**src/sv/tle_pkg.sv**
```systemverilog
package tle_pkg;

    // One character byte as it moves through the editor.
    typedef logic [7:0] t_byte;

    // Control characters that the editor recognizes or echoes.
    localparam t_byte CH_ESC = 8'd27;
    localparam t_byte CH_LF  = 8'd10;
    localparam t_byte CH_BS  = 8'd8;
    localparam t_byte CH_CR  = 8'd13;
    localparam t_byte CH_BEL = 8'd7;
    localparam t_byte CH_SP  = 8'd32;
    localparam t_byte CH_BSL = 8'd92;
    localparam t_byte CH_NUL = 8'd0;

    // Result kind codes.
    localparam logic KIND_ECHO = 1'b0;
    localparam logic KIND_LINE = 1'b1;

endpackage

```
**src/sv/terminal_line_editor.sv**
```systemverilog
// Order: an echo result is loaded into the output register from S_ECHO, entered on the byte's transfer;
// a CR goes from S_IDLE to S_RDA, and then S_RDW or S_TERM loads its first result.
// A new byte is taken only in S_IDLE, so all echo and line bytes of a byte are sent first; a line end
// reads each stored character (S_RDA memory read, then S_RDW output load) and then loads the
// terminator (S_TERM). A full output register holds S_ECHO, S_RDW and S_TERM until it drains.
// Reset: synchronous, active low; it empties the line and the output register, not the memory.
module terminal_line_editor #(
    parameter int LINE_BUFFER_SIZE = 32
) (
    input  logic           i_clk,
    input  logic           i_rst_n,
    input  logic           i_valid,
    output logic           o_ready,
    input  tle_pkg::t_byte i_rx_byte,
    output logic           o_valid,
    input  logic           i_ready,
    output tle_pkg::t_byte o_out_byte,
    output logic           o_out_kind,
    output logic           o_line_end,
    output logic           o_last
);

    import tle_pkg::*;

    localparam int IW = (LINE_BUFFER_SIZE > 1) ? $clog2(LINE_BUFFER_SIZE) : 1;
    localparam logic [IW-1:0] FULL_FILL = IW'(LINE_BUFFER_SIZE - 1);

    // Sequencer states.
    localparam logic [2:0] S_IDLE = 3'd0;
    localparam logic [2:0] S_ECHO = 3'd1;
    localparam logic [2:0] S_RDA  = 3'd2;
    localparam logic [2:0] S_RDW  = 3'd3;
    localparam logic [2:0] S_TERM = 3'd4;

    logic [2:0]    r_state, n_state;
    logic [IW-1:0] r_fill, n_fill;
    logic [IW-1:0] r_rd_idx, n_rd_idx;
    logic [IW-1:0] r_line_n, n_line_n;
    t_byte         r_echo [3];
    t_byte         n_echo [3];
    logic [1:0]    r_echo_pos, n_echo_pos;
    logic [1:0]    r_echo_len, n_echo_len;
    logic          r_then_line, n_then_line;

    logic          r_valid, n_valid;
    t_byte         r_out_byte, n_out_byte;
    logic          r_out_kind, n_out_kind;
    logic          r_line_end, n_line_end;
    logic          r_last, n_last;

    t_byte         r_mem [LINE_BUFFER_SIZE];
    t_byte         r_rd_data;
    logic          mem_we;
    logic [IW-1:0] fill_inc;
    logic          slot_free;
    logic          in_xfer;

    assign o_ready    = (r_state == S_IDLE);
    assign in_xfer    = i_valid && o_ready;
    assign slot_free  = !r_valid || i_ready;
    assign fill_inc   = r_fill + 1'b1;

    assign o_valid    = r_valid;
    assign o_out_byte = r_out_byte;
    assign o_out_kind = r_out_kind;
    assign o_line_end = r_line_end;
    assign o_last     = r_last;

    // Line memory: written when a plain character is taken, read one entry per line byte.
    always_ff @(posedge i_clk) begin
        if (mem_we) begin
            r_mem[r_fill] <= i_rx_byte;
        end
        r_rd_data <= r_mem[r_rd_idx];
    end

    // Sequencer and output register next-state logic.
    always_comb begin
        n_state     = r_state;
        n_fill      = r_fill;
        n_rd_idx    = r_rd_idx;
        n_line_n    = r_line_n;
        n_echo      = r_echo;
        n_echo_pos  = r_echo_pos;
        n_echo_len  = r_echo_len;
        n_then_line = r_then_line;
        n_valid     = r_valid && !i_ready;
        n_out_byte  = r_out_byte;
        n_out_kind  = r_out_kind;
        n_line_end  = r_line_end;
        n_last      = r_last;
        mem_we      = 1'b0;

        unique case (r_state)
            S_IDLE: begin
                if (in_xfer) begin
                    n_echo_pos  = 2'd0;
                    n_then_line = 1'b0;
                    n_rd_idx    = '0;
                    case (i_rx_byte)
                        CH_ESC: begin
                            n_echo[0]  = CH_BSL;
                            n_echo[1]  = CH_CR;
                            n_echo[2]  = CH_LF;
                            n_echo_len = 2'd3;
                            n_fill     = '0;
                            n_state    = S_ECHO;
                        end
                        CH_LF: begin
                            n_state = S_IDLE;
                        end
                        CH_BS: begin
                            if (r_fill != '0) begin
                                n_echo[0]  = CH_BS;
                                n_echo[1]  = CH_SP;
                                n_echo[2]  = CH_BS;
                                n_echo_len = 2'd3;
                                n_fill     = r_fill - 1'b1;
                            end else begin
                                n_echo[0]  = CH_BEL;
                                n_echo_len = 2'd1;
                            end
                            n_state = S_ECHO;
                        end
                        CH_CR: begin
                            n_line_n = r_fill;
                            n_fill   = '0;
                            n_state  = S_RDA;
                        end
                        default: begin
                            // Plain character: store, echo, and end the line at size minus one.
                            mem_we     = 1'b1;
                            n_echo[0]  = i_rx_byte;
                            n_echo_len = 2'd1;
                            if (fill_inc >= FULL_FILL) begin
                                n_then_line = 1'b1;
                                n_line_n    = fill_inc;
                                n_fill      = '0;
                            end else begin
                                n_fill = fill_inc;
                            end
                            n_state = S_ECHO;
                        end
                    endcase
                end
            end
            S_ECHO: begin
                if (slot_free) begin
                    n_valid    = 1'b1;
                    n_out_byte = r_echo[r_echo_pos];
                    n_out_kind = KIND_ECHO;
                    n_line_end = 1'b0;
                    n_last     = 1'b0;
                    if (r_echo_pos == r_echo_len - 2'd1) begin
                        if (r_then_line) begin
                            n_state = S_RDA;
                        end else begin
                            n_last  = 1'b1;
                            n_state = S_IDLE;
                        end
                    end else begin
                        n_echo_pos = r_echo_pos + 2'd1;
                    end
                end
            end
            S_RDA: begin
                // The read address is r_rd_idx; its data is ready in the next state.
                if (r_rd_idx == r_line_n) begin
                    n_state = S_TERM;
                end else begin
                    n_state = S_RDW;
                end
            end
            S_RDW: begin
                if (slot_free) begin
                    n_valid    = 1'b1;
                    n_out_byte = r_rd_data;
                    n_out_kind = KIND_LINE;
                    n_line_end = 1'b0;
                    n_last     = 1'b0;
                    n_rd_idx   = r_rd_idx + 1'b1;
                    n_state    = S_RDA;
                end
            end
            S_TERM: begin
                if (slot_free) begin
                    n_valid    = 1'b1;
                    n_out_byte = CH_NUL;
                    n_out_kind = KIND_LINE;
                    n_line_end = 1'b1;
                    n_last     = 1'b1;
                    n_state    = S_IDLE;
                end
            end
            default: begin
                n_state = S_IDLE;
            end
        endcase
    end

    // Control registers.
    always_ff @(posedge i_clk) begin
        if (!i_rst_n) begin
            r_state <= S_IDLE;
            r_fill  <= '0;
            r_valid <= 1'b0;
        end else begin
            r_state <= n_state;
            r_fill  <= n_fill;
            r_valid <= n_valid;
        end
    end

    // Payload and working registers.
    always_ff @(posedge i_clk) begin
        r_rd_idx    <= n_rd_idx;
        r_line_n    <= n_line_n;
        r_echo      <= n_echo;
        r_echo_pos  <= n_echo_pos;
        r_echo_len  <= n_echo_len;
        r_then_line <= n_then_line;
        r_out_byte  <= n_out_byte;
        r_out_kind  <= n_out_kind;
        r_line_end  <= n_line_end;
        r_last      <= n_last;
    end

endmodule

```
**config.mk**
```make
export PLATFORM = sky130hd
export DESIGN_NAME = terminal_line_editor
export DESIGN_NICKNAME = d
export VERILOG_FILES = /design/src/sv/tle_pkg.sv /design/src/sv/terminal_line_editor.sv
export SDC_FILE = /design/constraint.sdc
export NUM_CORES = 1
export LEC_CHECK = 0
export ABC_AREA = 1
export BUFFER_PORTS_ARGS = -buffer_cell sky130_fd_sc_hd__buf_2
export CAP_MARGIN = 20
export CORE_ASPECT_RATIO = 1.25
export CORE_MARGIN = 4
export CORE_UTILIZATION = 25
export DETAILED_ROUTE_END_ITERATION = 16
export GPL_ROUTABILITY_DRIVEN = 0
export PLACE_DENSITY = 0.38
export SLEW_MARGIN = 25
export SYNTH_ARGS = -nofsm -noshare
export SYNTH_HDL_FRONTEND = slang
export SYNTH_SLANG_ARGS = --single-unit
```
**constraint.sdc**
```tcl
create_clock -name i_clk -period 2.2 [get_ports i_clk]
set_input_delay 0.44 -clock i_clk [delete_from_list [all_inputs] [get_ports i_clk]]
set_output_delay 0.44 -clock i_clk [all_outputs]
set_load 0.01 [all_outputs]
```
== Word-level counts from Yosys, hierarchy flattened ==
Memory sizes are Yosys's and may differ from the RTL's. A register that Yosys moved wholly into a read port is not among the register bits.
Cells that the tools add are included.
Word-level totals
  flip-flop bits (word level): 59
  bits in writable memories: 256
  bits of input ports: 12
  logic and storage cells: 128
  memories: 1
Memories
  r_mem: depth 32, bits a word 8, read ports 1, clocked after memory_dff 1, write ports 1, RTL line terminal_line_editor.sv:51  | t_byte r_mem [LINE_BUFFER_SIZE];
Cells by class
  $add $sub $neg: 5
  magnitude comparators: 2
  equal/unequal tests: 19
  muxes and demuxes: 50
  bitwise logic cells: 4
  reductions and logical operators: 32
Operators by type and width (number)
  8-bit one-hot mux with 3 select lines: 2
  8-bit 2-to-1 mux: 5
  16-bit one-hot mux with 2 select lines: 1
  5-bit 2-to-1 mux: 5
  8-bit by 4-bit equality test with 1-bit output (second input constant): 3
  5-bit one-hot mux with 2 select lines: 2
  4-bit AND reduction: 5
  3-bit 2-to-1 mux: 6
  8-bit binary-select mux with 2-bit select: 1
  16-bit 2-to-1 mux: 1
  3-bit one-hot mux with 5 select lines: 1
  5-bit one-hot mux with 3 select lines: 1
  1-bit 2-to-1 mux: 13
  2-bit != test (second input constant): 6
  3-bit AND reduction: 4
  2-bit nonzero test: 6
  5-bit by 1-bit adder with 5-bit output (second input constant): 2
  2-bit 2-to-1 mux: 5
  8-bit by 5-bit equality test with 1-bit output (second input constant): 1
  2-bit one-hot mux with 2 select lines: 2
  2-bit OR reduction: 4
  3-bit by 2-bit equality test with 1-bit output (second input constant): 2
  2-bit by 1-bit != test with 1-bit output (second input constant): 3
  2-bit one-hot mux with 3 select lines: 1
  24 further kinds: 30

== Depth between registers and ports, before layout ==
  depth in word-level cells: 7
  mapped depth: 11

== Worst setup path before layout ==
No wires, ideal clock.
  path type: input to register
  start point: in i_rx_byte[6]
  end point: mem r_mem[13][0] (netlist bit) (enable)
  data arrival time: 1.592 ns
  path slack: 0.238 ns
  cell stages on the path: 8
  path buffers: 0
  path through: inv_1 nand2_1 nor2_2 nand2_1 nand3_2 nor2_8 nand2_4 nor2_1
Between the ends
  word-level cells in the longest chain between the ends: 7
  elaborated cells on any way between the ends: 10
Ends and longest elaborated chain
  start, declared: RTL line terminal_line_editor.sv:14  | input tle_pkg::t_byte i_rx_byte,
  8-bit by 4-bit equality test with 1-bit output or 8-bit by 5-bit equality test with 1-bit output (tied branches): RTL line terminal_line_editor.sv:100  | case (i_rx_byte)
  4-bit OR reduction (no source line) *
  1-bit 2-to-1 mux *: RTL line terminal_line_editor.sv:100
  1-bit 2-to-1 mux *: RTL line terminal_line_editor.sv:96  | if (in_xfer) begin
  1-bit 2-to-1 mux *: RTL line terminal_line_editor.sv:94  | unique case (r_state)
  1-bit 2-to-1 mux *: RTL line terminal_line_editor.sv:71  | if (mem_we) begin
  1-bit 2-to-1 mux (implied by the code) *: RTL line terminal_line_editor.sv:72  | r_mem[r_fill] <= i_rx_byte;
  end, declared: RTL line terminal_line_editor.sv:51
Every way passes the cells marked *; elsewhere a longest branch is shown, timed or not.

==> results.ini <==
[run_status]
outcome = finished, final reports clean

[worst_setup_path]
critical_path.cell_chain = buf_4 > buf_4 > o21ai_0 > o211ai_1 > nand3_1 > nand2_1 > nand2_1 > inv_1
cpPeakStageDelay_ps = 550
crit_buf_inv = 3
worstPathMaxFanout = 27
crit_family = buffers and inverters
critPathRequiredTime_ps = 2730
worstPathArrival_ps = 2600
cp_slowest_cell = edfxtp_1
setup.worst_path.end_class = flop
path_class = flop to flop
critPathLaunchType = flop

[clock_network]
cts-root-buf = clkbuf_16
cts_tree = yes
clkSlewWorstSetupHoldPaths_ps = 60
clock-sinks = 308
hold_buffers = 0
worstSkewPairLatency_ps = 590
htree_levels = 1
cts_setup_buffers = 0
cts_resized = 0
cts-buffers-inserted = 31
clock_path_buffers = 3

[detailed_routing]
wire_per_inst_um = 20.22
postRouteAntennaNets = 0
vias = 8760
first_pass_iters = 7
drc = 0
drt_iter0_markers = 583
viasPerCell = 4.447
wl_mm = 39.84

[sta]
tightest_slew_ps = 822.5
whs_ps = 103.2
period_share = 0.9404
rsz0062_at_grt = no
fmax_mhz = 483.4
period_minus_slack_ps = 2069
drv_slew = 0
finalSetupViolations = 0
fin_skew_ps = 17.85
slew_headroom = 0.4459
hold_viol_final = 0
fin_ws_ps = 131.2
setup_tns_ps = 0

[die]
num_rows = 93
ios = 25
die_w_um = 213.0
initial_core_util = 0.2537
core_um2 = 51780
die_y_um = 264.3
die_area_um2 = 56290

[pwr]
p_per_area_nw_per_um2 = 994.1
p_sw_mw = 4.749
power_frac_clock = 0.328
p_seq_frac = 0.455
power_frac_comb = 0.217
internal_power_mw = 10.73
p_leak_nw = 5.645
vdd_drop_max_uv = 584.5
swShare = 0.3067

[yosys]
ys_types = 39
synth_compound_area_frac = 0.09335
synth.yosys.seq_area_share = 0.6912
synth_seq_cells = 308
synth_xor_xnor_area_share = 0.002000
synthAdderAreaFrac = 0.006668
ys_warn_count = 0
synth.top_cells.by_area = edfxtp_1, nor2_1, o21ai_0
synth_area_um2 = 13140
async_flop_share = 0
muxShareOfSynthArea = 0
syn_area_per_cell_um2 = 11.09
synthCells = 1184
synth_top_cell_area_share = 0.6653
ys.flop_type = edfxtp_1
synth-edff-count = 291
synth-simple-area-share = 0.1627
synth_top_family_by_area = simple AND/OR/NAND/NOR gates
synth_nets = 1203
yosysTopAreaCell = edfxtp_1

[place]
place_hpwl_mm = 26.52
place_ws_ps = 56.64
place_inst = 1913
io_buffers = 24

[finish]
layout_commonest_cell = edfxtp_1
drive_gt1_frac = 0.1410
fin_cells = 1970
mostFrequentLayoutCells = edfxtp_1, nor2_1, nand2_1, o21ai_0, buf_4
area_delta_synth_final_pct = 18.57
diodes = 0
nets = 1300

[global_route]
grt_pass1_wl_mm = 58.88
grt_start_max_net_pins = 64
first_global_vias = 9100
track_usage = 0.1401
antenna_found_initial = 1
grt.overflow.total = 0

[flow_run]
maxCapViolations = 0

[min_path]
min_path_type = primary input to flop

-- power by group through the flow --
stage	logic, mW	clock network [mW]	registers (mW)
floorplan	1.95	0	7.12
global placement	3.47	0	7.17
detailed placement	3.45	0	7.16
CTS	3.45	5.22	7.04
global route	3.75	5.47	7.07
finish	3.36	5.08	7.04
-- flip-flops by register name, indices dropped and copies added, names as in the netlist --
register / count
r_state: 3
r_mem: 256
o_valid: 1
r_rd_data: 8
o_last: 1
r_then_line: 1
o_line_end: 1
o_out_kind: 1
r_rd_idx: 5
r_fill: 5
o_out_byte: 8
r_echo_len: 1
r_line_n: 5
r_echo: 10
r_echo_pos: 2
-- stage by stage --
step | instance area (um^2) | power (mW) | utilization
after CTS | 15570 | 15.71 | 0.3008
after detailed placement | 14610 | 10.61 | 0.2821
after floorplan | 13140 | 9.079 | -
after global routing | 15570 | 16.29 | 0.3008
final | 15570 | 15.48 | 0.3008
after global placement | 14610 | 10.64 | 0.2821
-- synthesized netlist by cell type (3+ instances only) --
master / instances
or2_1: 13
nand2_4: 6
buf_2: 27
buf_6: 4
nor2_1: 266
buf_4: 4
a21oi_1: 29
a31oi_1: 3
or2_0: 3
nand2_1: 149
nand3_1: 55
clkinv_1: 4
edfxtp_1: 291
ha_1: 7
o21ai_1: 38
dfxtp_1: 17
o211ai_1: 33
o21ai_0: 116
clkbuf_1: 19
nand4_1: 5
inv_1: 70
-- area by class of cell --
cell class | count | area (um^2)
clock buffer | 41 | 853.3
clock inverter | 16 | 115.1
fill | 5304 | 36210
inverter | 77 | 290.3
multi-input combinational | 743 | 3477
sequential | 308 | 9079
tap | 665 | 832.0
timing repair buffer | 120 | 928.4
-- worst paths after layout --
kind / from / end / slack, ps / cells past startpoint
hold / removal: i_rx_byte[4] / r_echo[20] / 100 / 1
setup / recovery: r_rd_idx[0] / r_rd_data[1] / 130 / 8
setup reg to reg: r_rd_idx[0] / r_rd_data[1] / 130 / 8
hold reg to reg: r_fill[0] / r_fill[0] / 520 / 2
-- metal layers --
layer | share of wire | GRT usage
met1 | 0.42 | 0.1716
met2 | 0.54 | 0.2626
met3 | 0.021 | 0.01508
met4 | 0.017 | 0.03065
met5 | 0 | 0
-- kinds of logic (layout without fill, tap and decap cells) --
| group | after synthesis | after routing |
|---|---|---|
| simple gates | 509 | 509 |
| flops | 308 | 308 |
| compound gates | 224 | 224 |
| buf+inv | 133 | 254 |
| fa+ha+maj | 7 | 7 |
| xor+xnor | 3 | 3 |
No activity file was read; power rests on OpenSTA's default activity.
